File: src/rtl/assert_macros.svh
// Assertion macros shared by the decoder modules.
// Both macros sample on the rising edge of clock and are disabled while reset is high.
`ifndef ASSERT_MACROS_SVH
`define ASSERT_MACROS_SVH

// Checks a property that holds at every clock edge outside reset.
`define MCFD_ASSERT(name, prop, msg) \
   name: assert property (@(posedge clock) disable iff (reset) (prop)) else $error(msg);

// Checks that a condition implies a consequence in the same cycle.
`define MCFD_ASSERT_IMPL(name, ante, cons, msg) \
   name: assert property (@(posedge clock) disable iff (reset) (ante) |-> (cons)) else $error(msg);

`endif

File: src/rtl/mcfd_pkg.sv
package mcfd_pkg;

   localparam int NUM_CHAN_DEF = 8;
   localparam int CSR_DATA_W   = 16;
   localparam int CSR_INDEX_W  = 1;

   localparam logic [7:0]  MAGIC_BYTE    = 8'h82;
   localparam logic [7:0]  MIN_LEN       = 8'd4;
   localparam logic [15:0] FAILSAFE_RST  = 16'd100;
   localparam logic [7:0]  TIMEOUT_RST   = 8'd2;
   localparam logic [15:0] PWM_OFFSET    = 16'd1000;
   localparam logic [15:0] CRC_POLY      = 16'h1021;

   typedef enum logic [CSR_INDEX_W-1:0] {
      CSR_FAILSAFE_TICKS   = 1'b0,
      CSR_RX_TIMEOUT_TICKS = 1'b1
   } csr_index_type;

   typedef enum logic [1:0] {
      KIND_CHANNEL   = 2'd0,
      KIND_STOP      = 2'd1,
      KIND_FRAME_ERR = 2'd2,
      KIND_CRC_ERR   = 2'd3
   } kind_type;

   typedef enum logic [1:0] {
      PH_HUNT = 2'd0,
      PH_LEN  = 2'd1,
      PH_BODY = 2'd2
   } phase_type;

   typedef enum logic [1:0] {
      EM_IDLE  = 2'd0,
      EM_EVENT = 2'd1,
      EM_DRAIN = 2'd2
   } em_state_type;

   typedef struct packed {
      logic       mode;
      logic [7:0] rx_byte;
   } req_type;

   typedef struct packed {
      kind_type    kind;
      logic [2:0]  channel;
      logic [15:0] pwm;
      logic        telem_req;
      logic        last;
      logic [15:0] frame_error_count;
      logic [15:0] crc_error_count;
   } rsp_type;

   // What one accepted item leaves for the result side.
   typedef struct packed {
      logic     valid;
      logic     err_valid;
      kind_type err_kind;
      logic     stop;
      logic     drain;
   } event_type;

   typedef struct packed {
      logic [15:0] frame_errors;
      logic [15:0] crc_fails;
   } counts_type;

   function automatic logic [15:0] crc_byte(input logic [15:0] crc, input logic [7:0] b);
      logic [15:0] c;
      c = crc ^ {b, 8'h00};
      for (int k = 0; k < 8; k++) begin
         c = c[15] ? ({c[14:0], 1'b0} ^ CRC_POLY) : {c[14:0], 1'b0};
      end
      return c;
   endfunction

   function automatic logic [15:0] sat_inc16(input logic [15:0] v);
      return (v == 16'hFFFF) ? v : v + 16'd1;
   endfunction

   function automatic logic [7:0] sat_inc8(input logic [7:0] v);
      return (v == 8'hFF) ? v : v + 8'd1;
   endfunction

   localparam logic [15:0] CRC_MAGIC = crc_byte(16'h0000, MAGIC_BYTE);

endpackage

File: src/rtl/motor_command_frame_decoder.sv
// Channel   Direction  Handshake              Payload
// req_      in         req_valid / req_ready  req_data  (mode, rx_byte)
// rsp_      out        rsp_valid / rsp_ready  rsp_data  (kind ... crc_error_count)
// csr_      in         csr_we                 csr_index, csr_wdata
//
// An item that gives no result leaves req_ready high.
// An error or stop item gives one or two results; req_ready stays low until the last
// is loaded. A good frame end reads each channel word from the word store into the
// read register and then the output register, one word a cycle unless rsp_ stalls.
// Reset is synchronous and active high; the store needs no clearing pass.
// A stalled rsp_ channel holds the sequencer; the last result may still wait in
// the output register while the next item is accepted.
module motor_command_frame_decoder
   import mcfd_pkg::*;
#(
   parameter int NUM_CHAN = NUM_CHAN_DEF
) (
   input  logic                   clock,
   input  logic                   reset,
   input  logic                   req_valid,
   output logic                   req_ready,
   input  req_type                req_data,
   output logic                   rsp_valid,
   input  logic                   rsp_ready,
   output rsp_type                rsp_data,
   input  logic                   csr_we,
   input  logic [CSR_INDEX_W-1:0] csr_index,
   input  logic [CSR_DATA_W-1:0]  csr_wdata
);

   localparam int CNT_W = $clog2(NUM_CHAN + 1);
   localparam int AW    = (NUM_CHAN > 1) ? $clog2(NUM_CHAN) : 1;

   logic             accept;
   logic             idle;
   logic             wr_en;
   logic [AW-1:0]    wr_addr;
   logic [15:0]      wr_data;
   logic             rd_en;
   logic [AW-1:0]    rd_addr;
   logic [15:0]      rd_data;
   event_type        evt;
   logic [CNT_W-1:0] nch;
   counts_type       counts;

   assign req_ready = idle;
   assign accept    = req_valid && idle;

   mcfd_parser #(
      .NUM_CHAN(NUM_CHAN)
   ) u_parser (
      .clock     (clock),
      .reset     (reset),
      .accept    (accept),
      .req       (req_data),
      .csr_we    (csr_we),
      .csr_index (csr_index),
      .csr_wdata (csr_wdata),
      .wr_en     (wr_en),
      .wr_addr   (wr_addr),
      .wr_data   (wr_data),
      .evt       (evt),
      .nch       (nch),
      .counts    (counts)
   );

   mcfd_store #(
      .DEPTH(NUM_CHAN),
      .AW   (AW)
   ) u_store (
      .clock   (clock),
      .wr_en   (wr_en),
      .wr_addr (wr_addr),
      .wr_data (wr_data),
      .rd_en   (rd_en),
      .rd_addr (rd_addr),
      .rd_data (rd_data)
   );

   mcfd_emitter #(
      .NUM_CHAN(NUM_CHAN)
   ) u_emitter (
      .clock     (clock),
      .reset     (reset),
      .evt       (evt),
      .nch       (nch),
      .counts    (counts),
      .idle      (idle),
      .rd_en     (rd_en),
      .rd_addr   (rd_addr),
      .rd_data   (rd_data),
      .rsp_valid (rsp_valid),
      .rsp_ready (rsp_ready),
      .rsp_data  (rsp_data)
   );

endmodule

File: src/rtl/mcfd_store.sv
module mcfd_store
   import mcfd_pkg::*;
#(
   parameter int DEPTH = NUM_CHAN_DEF,
   parameter int AW    = (DEPTH > 1) ? $clog2(DEPTH) : 1
) (
   input  logic          clock,
   input  logic          wr_en,
   input  logic [AW-1:0] wr_addr,
   input  logic [15:0]   wr_data,
   input  logic          rd_en,
   input  logic [AW-1:0] rd_addr,
   output logic [15:0]   rd_data
);

   logic [15:0] mem [DEPTH];
   logic [15:0] rd_data_ff;

   always_ff @(posedge clock) begin
      if (wr_en) begin
         mem[wr_addr] <= wr_data;
      end
      if (rd_en) begin
         rd_data_ff <= mem[rd_addr];
      end
   end

   assign rd_data = rd_data_ff;

endmodule

File: src/rtl/mcfd_parser.sv
`include "assert_macros.svh"

module mcfd_parser
   import mcfd_pkg::*;
#(
   parameter  int NUM_CHAN = NUM_CHAN_DEF,
   localparam int CNT_W    = $clog2(NUM_CHAN + 1),
   localparam int AW       = (NUM_CHAN > 1) ? $clog2(NUM_CHAN) : 1
) (
   input  logic                   clock,
   input  logic                   reset,
   input  logic                   accept,
   input  req_type                req,
   input  logic                   csr_we,
   input  logic [CSR_INDEX_W-1:0] csr_index,
   input  logic [CSR_DATA_W-1:0]  csr_wdata,
   output logic                   wr_en,
   output logic [AW-1:0]          wr_addr,
   output logic [15:0]            wr_data,
   output event_type              evt,
   output logic [CNT_W-1:0]       nch,
   output counts_type             counts
);

   localparam logic [7:0] MAX_LEN = 8'(4 + 2 * NUM_CHAN);

   phase_type   phase_ff, phase_in;
   logic [7:0]  len_ff, len_in;
   logic [7:0]  idx_ff, idx_in;
   logic [15:0] crc_ff, crc_in;
   logic [7:0]  lowb_ff, lowb_in;
   logic [15:0] tsg_ff, tsg_in;
   logic [7:0]  tif_ff, tif_in;
   logic        stopped_ff, stopped_in;
   logic [15:0] ferr_ff, ferr_in;
   logic [15:0] cerr_ff, cerr_in;
   logic [15:0] failsafe_ff, failsafe_in;
   logic [7:0]  timeout_ff, timeout_in;

   logic [7:0]  b;
   logic [7:0]  pos;
   logic [6:0]  word;
   logic [7:0]  lim;
   logic [7:0]  tif_sat;
   logic [15:0] tsg_sat;
   logic [7:0]  nch_full;

   assign b        = req.rx_byte;
   assign pos      = idx_ff - 8'd2;
   assign word     = pos[7:1];
   assign lim      = (timeout_ff == 8'd0) ? 8'd1 : timeout_ff;
   assign tif_sat  = sat_inc8(tif_ff);
   assign tsg_sat  = sat_inc16(tsg_ff);
   assign nch_full = (len_ff - MIN_LEN) >> 1;

   always_comb begin
      failsafe_in = failsafe_ff;
      timeout_in  = timeout_ff;
      if (csr_we) begin
         unique case (csr_index_type'(csr_index))
            CSR_FAILSAFE_TICKS:   failsafe_in = csr_wdata;
            CSR_RX_TIMEOUT_TICKS: timeout_in  = csr_wdata[7:0];
            default:              failsafe_in = failsafe_ff;
         endcase
      end
   end

   always_comb begin
      phase_in   = phase_ff;
      len_in     = len_ff;
      idx_in     = idx_ff;
      crc_in     = crc_ff;
      lowb_in    = lowb_ff;
      tsg_in     = tsg_ff;
      tif_in     = tif_ff;
      stopped_in = stopped_ff;
      ferr_in    = ferr_ff;
      cerr_in    = cerr_ff;
      evt        = '0;
      evt.valid  = accept;
      wr_en      = 1'b0;

      if (accept && req.mode) begin
         if (phase_ff != PH_HUNT) begin
            tif_in = tif_sat;
            if (tif_sat >= lim) begin
               ferr_in       = sat_inc16(ferr_ff);
               evt.err_valid = 1'b1;
               evt.err_kind  = KIND_FRAME_ERR;
               phase_in      = PH_HUNT;
               idx_in        = 8'd0;
               crc_in        = 16'd0;
               tif_in        = 8'd0;
            end
         end
         tsg_in = tsg_sat;
         if (!stopped_ff && tsg_sat >= failsafe_ff) begin
            stopped_in = 1'b1;
            evt.stop   = 1'b1;
         end
      end else if (accept) begin
         unique case (phase_ff)
            PH_HUNT: begin
               if (b == MAGIC_BYTE) begin
                  crc_in   = CRC_MAGIC;
                  phase_in = PH_LEN;
                  idx_in   = 8'd1;
                  tif_in   = 8'd0;
               end
            end
            PH_LEN: begin
               if (b < MIN_LEN || b > MAX_LEN) begin
                  ferr_in       = sat_inc16(ferr_ff);
                  evt.err_valid = 1'b1;
                  evt.err_kind  = KIND_FRAME_ERR;
                  phase_in      = PH_HUNT;
                  idx_in        = 8'd0;
                  crc_in        = 16'd0;
                  tif_in        = 8'd0;
               end else begin
                  len_in   = b;
                  crc_in   = crc_byte(crc_ff, b);
                  idx_in   = 8'd2;
                  phase_in = PH_BODY;
               end
            end
            PH_BODY: begin
               lowb_in = b;
               // A word is complete on every odd payload byte.
               wr_en   = pos[0] && (word < 7'(NUM_CHAN));
               if (({1'b0, idx_ff} + 9'd2) < {1'b0, len_ff}) begin
                  crc_in = crc_byte(crc_ff, b);
               end
               idx_in = idx_ff + 8'd1;
               if (({1'b0, idx_ff} + 9'd1) >= {1'b0, len_ff}) begin
                  // The trailer is the previous byte and this one, little-endian.
                  if ({b, lowb_ff} != crc_ff) begin
                     cerr_in       = sat_inc16(cerr_ff);
                     evt.err_valid = 1'b1;
                     evt.err_kind  = KIND_CRC_ERR;
                  end else begin
                     tsg_in     = 16'd0;
                     stopped_in = 1'b0;
                     evt.drain  = (nch_full != 8'd0);
                  end
                  phase_in = PH_HUNT;
                  idx_in   = 8'd0;
                  crc_in   = 16'd0;
                  tif_in   = 8'd0;
               end
            end
            default: begin
               phase_in = PH_HUNT;
               idx_in   = 8'd0;
               crc_in   = 16'd0;
               tif_in   = 8'd0;
            end
         endcase
      end
   end

   always_ff @(posedge clock) begin
      if (reset) begin
         phase_ff    <= PH_HUNT;
         len_ff      <= 8'd0;
         idx_ff      <= 8'd0;
         crc_ff      <= 16'd0;
         tsg_ff      <= 16'd0;
         tif_ff      <= 8'd0;
         stopped_ff  <= 1'b0;
         ferr_ff     <= 16'd0;
         cerr_ff     <= 16'd0;
         failsafe_ff <= FAILSAFE_RST;
         timeout_ff  <= TIMEOUT_RST;
      end else begin
         phase_ff    <= phase_in;
         len_ff      <= len_in;
         idx_ff      <= idx_in;
         crc_ff      <= crc_in;
         tsg_ff      <= tsg_in;
         tif_ff      <= tif_in;
         stopped_ff  <= stopped_in;
         ferr_ff     <= ferr_in;
         cerr_ff     <= cerr_in;
         failsafe_ff <= failsafe_in;
         timeout_ff  <= timeout_in;
      end
   end

   always_ff @(posedge clock) begin
      lowb_ff <= lowb_in;
   end

   assign wr_addr = word[AW-1:0];
   assign wr_data = {b, lowb_ff};
   assign nch     = nch_full[CNT_W-1:0];
   assign counts  = '{frame_errors: ferr_ff, crc_fails: cerr_ff};

   `MCFD_ASSERT_IMPL(a_body_index_in_frame, phase_ff == PH_BODY,
      idx_ff < len_ff && len_ff >= MIN_LEN && len_ff <= MAX_LEN,
      "byte index ran past the frame length")
   `MCFD_ASSERT_IMPL(a_stop_only_on_tick, $rose(stopped_ff),
      $past(accept) && $past(req.mode), "stop flag set without a tick")
   `MCFD_ASSERT_IMPL(a_hunt_is_clear, phase_ff == PH_HUNT,
      idx_ff == 8'd0 && tif_ff == 8'd0 && crc_ff == 16'd0,
      "frame state left over while hunting")

endmodule

File: src/rtl/mcfd_emitter.sv
`include "assert_macros.svh"

module mcfd_emitter
   import mcfd_pkg::*;
#(
   parameter  int NUM_CHAN = NUM_CHAN_DEF,
   localparam int CNT_W    = $clog2(NUM_CHAN + 1),
   localparam int AW       = (NUM_CHAN > 1) ? $clog2(NUM_CHAN) : 1
) (
   input  logic             clock,
   input  logic             reset,
   input  event_type        evt,
   input  logic [CNT_W-1:0] nch,
   input  counts_type       counts,
   output logic             idle,
   output logic             rd_en,
   output logic [AW-1:0]    rd_addr,
   input  logic [15:0]      rd_data,
   output logic             rsp_valid,
   input  logic             rsp_ready,
   output rsp_type          rsp_data
);

   em_state_type     state_ff, state_in;
   logic             pend_err_ff, pend_err_in;
   kind_type         err_kind_ff, err_kind_in;
   logic             pend_stop_ff, pend_stop_in;
   logic [CNT_W-1:0] nch_ff, nch_in;
   logic [CNT_W-1:0] rd_cnt_ff, rd_cnt_in;
   logic [CNT_W-1:0] data_idx_ff, data_idx_in;
   logic             data_valid_ff, data_valid_in;
   logic             rsp_valid_ff, rsp_valid_in;
   rsp_type          rsp_data_ff, rsp_data_in;

   logic        out_free;
   logic        load_err;
   logic        load_stop;
   logic        load_word;
   logic        issue;
   logic        word_last;
   logic [14:0] low;

   assign word_last = (data_idx_ff == (nch_ff - CNT_W'(1)));
   assign low       = rd_data[14:0];

   // Output decode of the result sequencer.
   always_comb begin
      out_free  = !rsp_valid_ff || rsp_ready;
      load_err  = (state_ff == EM_EVENT) && pend_err_ff && out_free;
      load_stop = (state_ff == EM_EVENT) && !pend_err_ff && pend_stop_ff && out_free;
      load_word = (state_ff == EM_DRAIN) && data_valid_ff && out_free;
      // A word is fetched only when the read register is empty or emptying.
      issue     = (state_ff == EM_DRAIN) && (rd_cnt_ff < nch_ff) &&
                  (!data_valid_ff || load_word);
      idle      = (state_ff == EM_IDLE);
   end

   always_comb begin
      state_in = state_ff;
      unique case (state_ff)
         EM_IDLE: begin
            if (evt.valid && (evt.err_valid || evt.stop)) begin
               state_in = EM_EVENT;
            end else if (evt.valid && evt.drain) begin
               state_in = EM_DRAIN;
            end
         end
         EM_EVENT: begin
            if ((load_err && !pend_stop_ff) || load_stop) begin
               state_in = EM_IDLE;
            end
         end
         EM_DRAIN: begin
            if (load_word && word_last) begin
               state_in = EM_IDLE;
            end
         end
         default: state_in = EM_IDLE;
      endcase
   end

   always_comb begin
      pend_err_in   = pend_err_ff;
      err_kind_in   = err_kind_ff;
      pend_stop_in  = pend_stop_ff;
      nch_in        = nch_ff;
      rd_cnt_in     = rd_cnt_ff;
      data_idx_in   = data_idx_ff;
      data_valid_in = data_valid_ff;
      rsp_valid_in  = rsp_valid_ff && !rsp_ready;
      rsp_data_in   = rsp_data_ff;

      if (state_ff == EM_IDLE && evt.valid) begin
         pend_err_in  = evt.err_valid;
         err_kind_in  = evt.err_kind;
         pend_stop_in = evt.stop;
         nch_in       = nch;
         rd_cnt_in    = '0;
      end

      if (load_err || load_stop || load_word) begin
         rsp_valid_in                  = 1'b1;
         rsp_data_in                   = '0;
         rsp_data_in.frame_error_count = counts.frame_errors;
         rsp_data_in.crc_error_count   = counts.crc_fails;
      end

      if (load_err) begin
         rsp_data_in.kind = err_kind_ff;
         rsp_data_in.last = !pend_stop_ff;
         pend_err_in      = 1'b0;
      end else if (load_stop) begin
         rsp_data_in.kind = KIND_STOP;
         rsp_data_in.last = 1'b1;
         pend_stop_in     = 1'b0;
      end else if (load_word) begin
         rsp_data_in.kind      = KIND_CHANNEL;
         rsp_data_in.channel   = 3'(data_idx_ff);
         rsp_data_in.pwm       = (low == 15'd0) ? 16'd0 : PWM_OFFSET + {1'b0, low};
         rsp_data_in.telem_req = rd_data[15];
         rsp_data_in.last      = word_last;
      end

      if (issue) begin
         rd_cnt_in     = rd_cnt_ff + CNT_W'(1);
         data_idx_in   = rd_cnt_ff;
         data_valid_in = 1'b1;
      end else if (load_word) begin
         data_valid_in = 1'b0;
      end
   end

   always_ff @(posedge clock) begin
      if (reset) begin
         state_ff      <= EM_IDLE;
         pend_err_ff   <= 1'b0;
         pend_stop_ff  <= 1'b0;
         rd_cnt_ff     <= '0;
         data_valid_ff <= 1'b0;
         rsp_valid_ff  <= 1'b0;
      end else begin
         state_ff      <= state_in;
         pend_err_ff   <= pend_err_in;
         pend_stop_ff  <= pend_stop_in;
         rd_cnt_ff     <= rd_cnt_in;
         data_valid_ff <= data_valid_in;
         rsp_valid_ff  <= rsp_valid_in;
      end
   end

   always_ff @(posedge clock) begin
      err_kind_ff <= err_kind_in;
      nch_ff      <= nch_in;
      data_idx_ff <= data_idx_in;
      rsp_data_ff <= rsp_data_in;
   end

   assign rd_en     = issue;
   assign rd_addr   = rd_cnt_ff[AW-1:0];
   assign rsp_valid = rsp_valid_ff;
   assign rsp_data  = rsp_data_ff;

   `MCFD_ASSERT(a_read_lands, issue |=> data_valid_ff,
      "a word fetch did not land in the read register")
   `MCFD_ASSERT_IMPL(a_read_in_range, state_ff == EM_DRAIN,
      rd_cnt_ff <= nch_ff && nch_ff != '0, "channel fetch ran past the word count")
   `MCFD_ASSERT_IMPL(a_no_event_when_busy, state_ff != EM_IDLE, !evt.valid,
      "an item arrived while results were still pending")

endmodule

File: config.mk
export PLATFORM = sky130hd
export DESIGN_NAME = motor_command_frame_decoder
export DESIGN_NICKNAME = d
export VERILOG_FILES = /design/src/rtl/mcfd_pkg.sv /design/src/rtl/motor_command_frame_decoder.sv /design/src/rtl/mcfd_store.sv /design/src/rtl/mcfd_parser.sv /design/src/rtl/mcfd_emitter.sv
export VERILOG_INCLUDE_DIRS = /design/src /design/src/rtl
export SDC_FILE = /design/constraint.sdc
export NUM_CORES = 1
export LEC_CHECK = 0
export ABC_AREA = 1
export ABC_CLOCK_PERIOD_IN_PS = 3300
export BUFFER_PORTS_ARGS = -buffer_cell sky130_fd_sc_hd__buf_2
export CAP_MARGIN = 40
export CELL_PAD_IN_SITES_DETAIL_PLACEMENT = 0
export CELL_PAD_IN_SITES_GLOBAL_PLACEMENT = 1
export CORE_ASPECT_RATIO = 0.75
export CORE_MARGIN = 2
export CORE_UTILIZATION = 35
export DETAILED_ROUTE_END_ITERATION = 16
export GPL_TIMING_DRIVEN = 0
export MAX_ROUTING_LAYER = met4
export PLACE_DENSITY_LB_ADDON = 0.1
export SYNTH_ARGS = -nofsm -noshare
export SYNTH_HDL_FRONTEND = slang
export SYNTH_HIERARCHICAL = 1
export SYNTH_SLANG_ARGS = --single-unit
File: constraint.sdc
create_clock -name clock -period 3.3 [get_ports clock]
set_input_delay 0.495 -clock clock [delete_from_list [all_inputs] [get_ports clock]]
set_output_delay 0.495 -clock clock [all_outputs]
set_load 0.05 [all_outputs]
==> impl_metrics.py <==
metrics = {
    "floorplan": {
        "initial_core_util": 0.3528,
        "fp.coreArea_um2": 49840,
        "die-area_um2": 52060,
        "rows": 71,
        "die_h_um": 198.1,
        "dieWidth_um": 262.8,
        "ios": 88,
    },
    "clock_network": {
        "cts_inserted_buffers": 40,
        "clk_latency_ns": 0.55,
        "cts_tree": "yes",
        "clk_pin_slew_ns": 0.06,
        "root_buffer": "clkbuf_16",
        "clk_path_buf_depth": 3,
        "h-tree-depth": 2,
        "cts_hold_buffers": 0,
        "clock-sinks": 342,
    },
    "global_routing": {
        "grtUsageTotal": 0.1924,
        "grt_pass1_wl_mm": 74.95,
        "grt_pass1_vias": 12850,
        "grt_max_degree": 35,
        "antenna_found_initial": 1,
        "grt.overflow.total": 0,
    },
    "critical_path": {
        "crit_fanout": 9,
        "startpoint_type": "flip-flop",
        "slowest_stage": "nor2_2",
        "crit_arrival_ns": 3.46,
        "crit_buf_inv": 4,
        "cp_cell_sequence": "nor2_2, nand2_1, inv_1, inv_2, nor2_1, inv_1, nor2_4, nand4_1, nor3_1, nand2_1, nor2_2, buf_8",
        "r2r_start": "u_emitter/state_ff[0]",
        "critPathRequiredTime_ns": 3.56,
        "worstSetupEndpointType": "flip-flop",
        "path_class": "flip-flop to flip-flop",
        "slowest_delay_ns": 0.55,
        "path_delay_family": "simple AND/OR/NAND/NOR gates",
        "cp-startpoint": "u_emitter/state_ff[0]",
    },
    "place": {
        "dp_cells": 2796,
        "globalplace.congestion": 0.8419,
        "placed_cell_area_um2": 19010,
        "dpl_worst_slack_ns": -0.4310,
        "io_buffers": 86,
        "place.detailed.hpwl_mm": 34.99,
    },
    "min_path": {
        "hold_class": "input port to flip-flop",
        "min-delay-start": "req_data[7]",
    },
    "final_layout": {
        "final_cell_area_um2": 20680,
        "finalNetCount": 2281,
        "stdcell_count": 2882,
        "final_util": 0.4151,
        "final_common_cell": "nand2_1",
        "drive_gt1_frac": 0.1650,
        "areaGrowthSynthToFinish_pct": 17.66,
        "fill_cells": 5000,
        "layout_common_cells": "nand2_1, inv_1, edfxtp_1, nand3_1, dfxtp_1",
    },
    "flow_run": {
        "maxCapViolations": 0,
    },
    "detailed_routing": {
        "finalWirelength_mm": 48.29,
        "drc": 0,
        "postRouteAntennaNets": 0,
        "drt_first_pass_iters": 5,
        "avgRoutedWirePerCell_um": 16.75,
        "drt-initial-drc-count": 1003,
        "vias": 13630,
        "vias_per_cell": 4.729,
    },
    "timing": {
        "layout_min_cycle_time_ns": 3.197,
        "max_freq_mhz": 312.8,
        "tns_ns": 0,
        "setup_viol": 0,
        "grt_setup_unrepaired": "yes",
        "layout_setup_ws_ns": 0.1026,
        "slew_violations": 0,
        "finClkSkew_ns": 0.01444,
        "slew_headroom": 0.4037,
        "fin_crit_sh": 0.9689,
        "worst_slew_pin_slew_ns": 0.8863,
        "hold_viol_final": 0,
    },
    "synthesis": {
        "async_reset_ff_frac": 0,
        "synth_edf_count": 197,
        "synth_flop_cell": "edfxtp_1",
        "synth.avg_cell_area_um2": 8.601,
        "synth.distinct_cells": 62,
        "ys_seq_area_frac": 0.5016,
        "syn_nets": 2133,
        "synth_area_um2": 17580,
        "syn_inst": 2044,
        "yosys_warnings": 6,
        "ys_ff_latch": 342,
    },
    "run_status": {
        "status": "finished, final reports clean",
    },
    "power": {
        "powerDensity_nw_per_um2": 458.5,
        "ir_drop_uv": 280.8,
        "p_leak_uw": 0.008768,
    },
}
-- final timing paths --
kind	end	slack, ns	cells after the start
max	u_store/mem[0][13]	0.10	12
min	u_parser/lowb_ff[7]	0.18	1
max reg2reg	u_store/mem[0][13]	0.10	12
min reg2reg	u_emitter/rsp_data[48]	0.45	2
-- stage by stage --
stage	hold WS, ns	total power (µW)
after floorplan	0.4340	4769
after global placement	0.4376	4885
after detailed placement	0.4397	4889
after CTS	0.1468	9628
after global routing	0.1610	9849
final	0.1788	9483
-- cell families after synthesis --
kind of cell / after synthesis / share of synthesized area
buffers and inverters: 385 / 0.09530
adder cells (fa/ha/maj): 58 / 0.04128
XOR/XNOR: 75 / 0.03822
AO/OA/AOI/OAI: 220 / 0.07295
flip-flops: 342 / 0.5016
AND/OR/NAND/NOR: 964 / 0.2507
-- worst reg2reg max path: cells and delay by family (launching register included) --
family / cells / cell delay (ns)
flops: 1 / 0.38
simple gates: 8 / 1.75
buf+inv: 4 / 0.78
-- synthesized netlist by cell type, types with 4 or more instances --
library cell	n	area, µm²
inv_2	12	45.04
buf_4	23	172.7
a22o_1	5	43.79
nor3_1	24	120.1
edfxtp_1	197	5916
nand2_4	8	90.09
nor2_2	14	87.58
a21oi_2	14	122.6
clkinv_1	4	15.01
or2_2	5	31.28
xor2_1	56	490.5
o21a_1	5	37.54
dfxtp_1	145	2903
nand2_2	8	50.05
nor2_4	8	90.09
nand4_1	34	212.7
o211ai_1	5	37.54
a22oi_1	6	45.04
nand3_2	7	70.07
clkbuf_1	20	75.07
nor4_1	5	31.28
o31ai_1	6	45.04
a21oi_1	113	565.5
buf_6	13	146.4
inv_1	292	1096
xnor2_1	17	148.9
nand2_1	529	1986
nor3_2	4	40.04
nand3_1	183	915.9
ha_1	58	725.7
o21ai_0	45	225.2
nor2_1	115	431.7
o21bai_1	5	37.54
o21ai_1	6	30.03
buf_2	14	70.07
-- power breakdown --
group / internal, µW / leakage, µW / total (µW) / switching, µW
combinational: 85.8 / 0.00511 / 294 / 209
sequential: 4500 / 0.00297 / 4510 / 8.85
clock: 2880 / 0.000689 / 4680 / 1800
-- timing repair --
item / CTS / global route
pin swaps: 7 / 14
endpoints found under the setup margin: 146 / 78
gates resized for setup: 25 / 31
setup buffers: 6 / 6
hold endpoints to repair: 0 / 0
-- state kept, by name (all words and copies together) (netlist names), 16 cells and up --
register	cells
u_emitter/rsp_data	55
u_parser/failsafe_ff	16
u_store/rd_data	16
u_parser/cerr_ff	16
u_store/mem	128
u_parser/tsg_ff	16
u_parser/ferr_ff	16
u_parser/crc_ff	16
-- area by class of cell --
type	count	area (µm²)	share of cell area
Buffer	74	506.7	0.02450
Antenna cell	1	2.502	0.0001210
Sequential cell	342	8838	0.4273
Timing Repair Buffer	107	673.1	0.03254
Multi-Input combinational cell	1317	7276	0.3517
Clock inverter	23	271.5	0.01313
Tap cell	657	822.0	0.03974
Clock buffer	51	1125	0.05438
Inverter	310	1170	0.05656
-- per-layer routing --
| layer | up-vias | part of all wire | track usage | routed length (µm) |
|---|---|---|---|---|
| met3 | 67 | 0.043 | 0.02724 | 2078 |
| met1 | 6341 | 0.53 | 0.2828 | 25450 |
| met5 | - | 0 | - | 0 |
| li1 | 6953 | - | - | - |
| met2 | 269 | 0.41 | 0.2755 | 19810 |
| met4 | 0 | 0.020 | 0.05045 | 952 |
Power figures use the tool's default switching activity.
